`config.mk`:
```
export PLATFORM = sky130hd
export DESIGN_NAME = mqbf_ctrl
export DESIGN_NICKNAME = d
export VERILOG_FILES = /design/src/design/assert_macros.svh /design/src/design/mqbf_pkg.sv /design/src/design/mqbf_ctrl.sv
export SDC_FILE = /design/constraint.sdc
export NUM_CORES = 1
export LEC_CHECK = 0
export BUFFER_PORTS_ARGS = -buffer_cell sky130_fd_sc_hd__buf_2
export CAP_MARGIN = 20
export CELL_PAD_IN_SITES_DETAIL_PLACEMENT = 2
export CELL_PAD_IN_SITES_GLOBAL_PLACEMENT = 2
export CORE_AREA = 2 2 39 41
export CTS_CLUSTER_DIAMETER = 200
export DETAILED_ROUTE_END_ITERATION = 8
export DIE_AREA = 0 0 41 43
export PLACE_DENSITY_LB_ADDON = 0.1
export SETUP_SLACK_MARGIN = 0.05
export SLEW_MARGIN = 10
export SYNTH_ARGS = -nofsm -noshare
export SYNTH_HDL_FRONTEND = slang
export SYNTH_SLANG_ARGS = --single-unit
```
`constraint.sdc`:
```
create_clock -name clk -period 1.4 [get_ports clk]
set_clock_uncertainty 0.2 [all_clocks]
set_input_delay 0 -clock clk [delete_from_list [all_inputs] [get_ports clk]]
set_output_delay 0 -clock clk [all_outputs]
set_load 0.05 [all_outputs]
```
`src/design/assert_macros.svh`:
```
// Assertion macros used by the multi-queue byte FIFO top level.
// Expects clk and rst_n in the scope of each use.
`ifndef ASSERT_MACROS_SVH
`define ASSERT_MACROS_SVH

// Implication checked on every rising edge outside reset
`define MQ_ASSERT_IMPL(label, lhs, rhs, msg) \
  label: assert property (@(posedge clk) disable iff (!rst_n) (lhs) |-> (rhs)) else $error(msg);

// Implication whose consequent is checked in the next cycle
`define MQ_ASSERT_NEXT(label, lhs, rhs, msg) \
  label: assert property (@(posedge clk) disable iff (!rst_n) (lhs) |=> (rhs)) else $error(msg);

`endif

```
`src/design/mqbf_pkg.sv`:
```
`timescale 1ns / 1ps
// Shared constants, codes and command struct for the multi-queue byte FIFO.
// No dependencies.
package mqbf_pkg;

  localparam int NUM_QUEUES = 8;
  localparam int DEPTH      = 512;

  // Field widths
  localparam int FUNC_W   = 2;
  localparam int QID_W    = 3;
  localparam int BYTE_W   = 8;
  localparam int OFF_W    = 9;
  localparam int STAT_W   = 2;
  localparam int LEN_W    = 9;

  // Derived widths
  localparam int PTR_W    = $clog2(DEPTH);
  localparam int QIDX_W   = (NUM_QUEUES > 1) ? $clog2(NUM_QUEUES) : 1;
  localparam int ADDR_W   = $clog2(NUM_QUEUES * DEPTH);
  localparam int CMP_W    = (PTR_W > OFF_W) ? PTR_W : OFF_W;
  localparam int SUM_W    = CMP_W + 1;
  localparam int QCMP_W   = 8;

  localparam logic [BYTE_W-1:0] BAD_BYTE = 8'd157;

  typedef enum logic [FUNC_W-1:0] {
    FN_ENQ   = 2'd0,
    FN_DEQ   = 2'd1,
    FN_PEEK  = 2'd2,
    FN_CLEAR = 2'd3
  } func_t;

  typedef enum logic [STAT_W-1:0] {
    ST_OK    = 2'd0,
    ST_EMPTY = 2'd1,
    ST_FULL  = 2'd2,
    ST_RANGE = 2'd3
  } status_t;

  // Controller to datapath commands
  typedef struct packed {
    logic capture;  // latch the incoming transaction
    logic execute;  // update pointers and access the byte store
    logic load;     // move the result into the output registers
  } cmd_t;

endpackage

```
`src/design/mqbf_ctrl.sv`:
```
`timescale 1ns / 1ps
// Controller for the multi-queue byte FIFO: sequences capture, execute, load.
// Depends on mqbf_pkg.
module mqbf_ctrl (
  input  logic           clk,
  input  logic           rst_n,
  input  logic           in_valid,
  output logic           in_ready,
  output logic           out_valid,
  input  logic           out_ready,
  output mqbf_pkg::cmd_t cmd
);
  import mqbf_pkg::*;

  typedef enum logic [1:0] {
    S_IDLE,
    S_EXEC,
    S_LOAD
  } state_t;

  state_t state_r, state_nxt;
  logic   out_valid_r, out_valid_nxt;

  // Next state and commands
  always_comb begin
    state_nxt     = state_r;
    out_valid_nxt = out_valid_r;
    cmd           = '0;
    // drop the result once taken
    if (out_valid_r && out_ready) begin
      out_valid_nxt = 1'b0;
    end
    unique case (state_r)
      S_IDLE: begin
        if (in_valid) begin
          cmd.capture = 1'b1;
          state_nxt   = S_EXEC;
        end
      end
      S_EXEC: begin
        cmd.execute = 1'b1;
        state_nxt   = S_LOAD;
      end
      S_LOAD: begin
        // hold until the output register is free
        if (!out_valid_r || out_ready) begin
          cmd.load      = 1'b1;
          out_valid_nxt = 1'b1;
          state_nxt     = S_IDLE;
        end
      end
      default: begin
        state_nxt = S_IDLE;
      end
    endcase
  end

  // State and registered outputs
  always_ff @(posedge clk) begin
    if (!rst_n) begin
      state_r     <= S_IDLE;
      out_valid_r <= 1'b0;
    end else begin
      state_r     <= state_nxt;
      out_valid_r <= out_valid_nxt;
    end
  end

  assign in_ready  = (state_r == S_IDLE);
  assign out_valid = out_valid_r;

endmodule

```
==> flow_summary_export.csv <==
group,metric,value,unit
worst_setup_path,slowest_stage,"dfxtp_1",
routing,wl,388,um
worst_setup_path,cp_cell_sequence,"and2b_4 > buf_2",
worst_hold_path,hold_end,"state_r[0]",
die,core_area,1384,um2
power,p_switching,92.60,uW
worst_setup_path,crit_type,"register to primary output",
final_layout,final_common_cell,"buf_2",
timing,hold_viol,1,
clocking,cts_max_level,1,
die,die_w,41,um
synthesis,synth_area,138.9,um2
timing,setup_tns,0,ns
final_layout,area_growth,87.39,%
power,p_comb_share,21.4,%
final_layout,nets,32,
final_layout,layout_common_cells,"buf_2 (7), clkbuf_4 (3), dfxtp_1 (3)",
global_route,antenna_found_initial,0,
worst_hold_path,whs_path_depth,3,
placement,hpwlAfterDp,308.1,um
routing,drt-met1-wl,156,um
clocking,tritoncts,"done",
die,io_pins,9,
timing,setup_ws,0.09856,ns
die,start_util,10.04,%
clocking,clock_path_buffers,2,
worst_setup_path,r2r_cells,2,
placement,port_buffers,8,
worst_setup_path,crit_arrival,1.10,ns
outcome,violations,"hold timing",
synthesis,synth_fp_nets,17,
timing,worst_slew_pin_slew,0.2484,ns
routing,dr.first_iter.drc_count,0,
final_layout,ff_latch_area,60.06,um2
placement,gp_congestion,0.6527,
worst_hold_path,min_from,"in_valid",
routing,highest_layer,"met3",
timing,post-route-min-period,1.301,ns
clocking,postCtsSetupBuffers,0,
power,p_leak,0.0001160,uW
worst_setup_path,start_kind,"register",
final_layout,insertedDiodeCount,0,
timing,setup-violations-final,0,
global_route,grt_pass1_vias,136,
final_layout,multi_input_area,87.58,um2
synthesis,ys_types,10,
timing,finalCritPeriodShare,92.96,%
final_layout,finalNonFillerCells,43,
global_route,grt_pass1_wl,579,um
worst_setup_path,r2r_start,"state_r[1]",
worst_setup_path,crit_buf_inv,1,
worst_setup_path,cp_max_fo,5,
synthesis,synth_cells,13,
clocking,clk_pin_slew,0.04,ns
placement,post-place-ws,0.2791,ns
global_route,grtUsageTotal,5.812,%
clocking,cts_buffers,3,
worst_setup_path,cpLargestDelayFamily,"flip-flops",
final_layout,drive_gt1_share,51.85,%
routing,via_per_inst,3.279,
final_layout,nFillCells,160,
routing,drt_pass1_iterations,1,
run,drv_cap,0,
worst_setup_path,ff2ff_setup_slack,0.28,ns
worst_setup_path,end_kind,"primary output",
synthesis,ys_seq_area_share,43.24,%
synthesis,synth_seq_cells,3,
synthesis,yosysWarningCount,0,
timing,max_freq,768.4,MHz
worst_setup_path,timing.critical_path.required,1.20,ns
power,seq_power_share,30.3,%
placement,dp.cells,37,
power,clockPowerShare,48.3,%
routing,dr_wl_met2,204,um
clocking,cts.sinks,3,
worst_setup_path,crit_path_max_incr_delay,0.35,ns
routing,dr_wl_met3,26,um
timing,final_max_slew_viol_count,0,
synthesis,synth.avg_cell_area,10.68,um2
clocking,root_buffer,"clkbuf_4",
die,rows,14,
timing,slew_headroom,83.55,%
worst_hold_path,hold_class,"input port to register",
global_route,grt_max_degree,6,
routing,antenna_left,0,
outcome,status,"complete, but fails checks",
routing,num_vias,141,
power,p_per_area,1210,nW/um2
power,sw_frac_of_total,29.41,%
power,ir_drop,0.2720,mV
clocking,clk_latency,0.23,ns
routing,drc,0,
die,die_h,43,um
global_route,overflow,0,
routing,wl_per_cell,9.023,um
timing,whs,-0.002535,ns
timing,rsz0062_at_grt,"no",
die,dieArea,1763,um2
power,power.internal,222.3,uW
final_layout,post-route-util,18.81,%
worst_setup_path,reg2reg_to,"state_r[1]",
==> flip-flops by register name, summed over array words and instances (netlist names) <==
name and flops:
state_r 2, out_valid 1
==> cell usage after synthesis <==
cell	number	area [um2]
o21a_1	1	7.510
dfxtp_1	3	60.06
and4bb_1	1	12.51
nor2_1	1	3.750
nor2b_1	1	6.260
and2_1	1	6.260
a21boi_0	1	7.510
and2b_4	1	10.01
nand2b_1	2	12.51
nor3b_2	1	12.51
==> tightest hold or removal path, cell delays in order <==
cell,delay (ns)
buf_2,0.08
nor3b_4,0.17
and2_1,0.15
==> stage by stage <==
| stage | cell area, um2 | power, uW |
|---|---|---|
| 2_1_floorplan | 147.6 | 143.4 |
| 3_3_place_gp | 207.7 | 159.5 |
| 3_5_place_dp | 207.7 | 159.6 |
| 4_1_cts | 256.5 | 325.8 |
| 5_1_grt | 260.3 | 340.8 |
| 6_report | 260.3 | 314.9 |
==> routing by layer <==
layer	vias up	GRT usage, %
met5	-	0
met4	0	8.000
met3	0	3.141
met2	4	7.187
met1	64	5.431
li1	73	-
==> final cells by class <==
cell class,instances,share of cell area (%)
tap,16,7.692
timing repair buffer,10,25.48
sequential,3,23.08
clock buffer,4,10.10
multi-input combinational,10,33.65
==> power by group through the flow <==
stage	registers (uW)	logic [uW]	clock network, uW
after floorplan	99.1	44.3	0
after global placement	96.5	62.9	0
after detailed placement	96.8	62.8	0
after CTS	95.4	68.1	162
after global routing	96.1	71.3	173
final	95.3	67.4	152
==> logic make-up after synthesis <==
group / count (synthesis) / synth area share, %
AND/OR/NAND/NOR: 8 / 45.95
flip-flops: 3 / 43.24
AO/OA/AOI/OAI: 2 / 10.81
==> what timing repair did <==
item,in CTS,in global routing
resized for setup,1,1
endpoints found under the setup margin,1,1
hold buffers,2,0
endpoints found under the hold margin,3,0
pin swaps,0,0
==> how the worst max path moves through the flow <==
stage	start	endpoint	slack, ns	cells after the start
floorplan	state_r[1]	state_r[0]	0.09	2
global placement	state_r[1]	state_r[1]	0.29	2
detailed placement	state_r[1]	state_r[1]	0.28	2
CTS	out_ready	cmd[0]	0.07	5
global route	state_r[1]	cmd[1]	0.06	2
finish	state_r[1]	cmd[1]	0.1	2
Power figures use the tool's default switching activity.
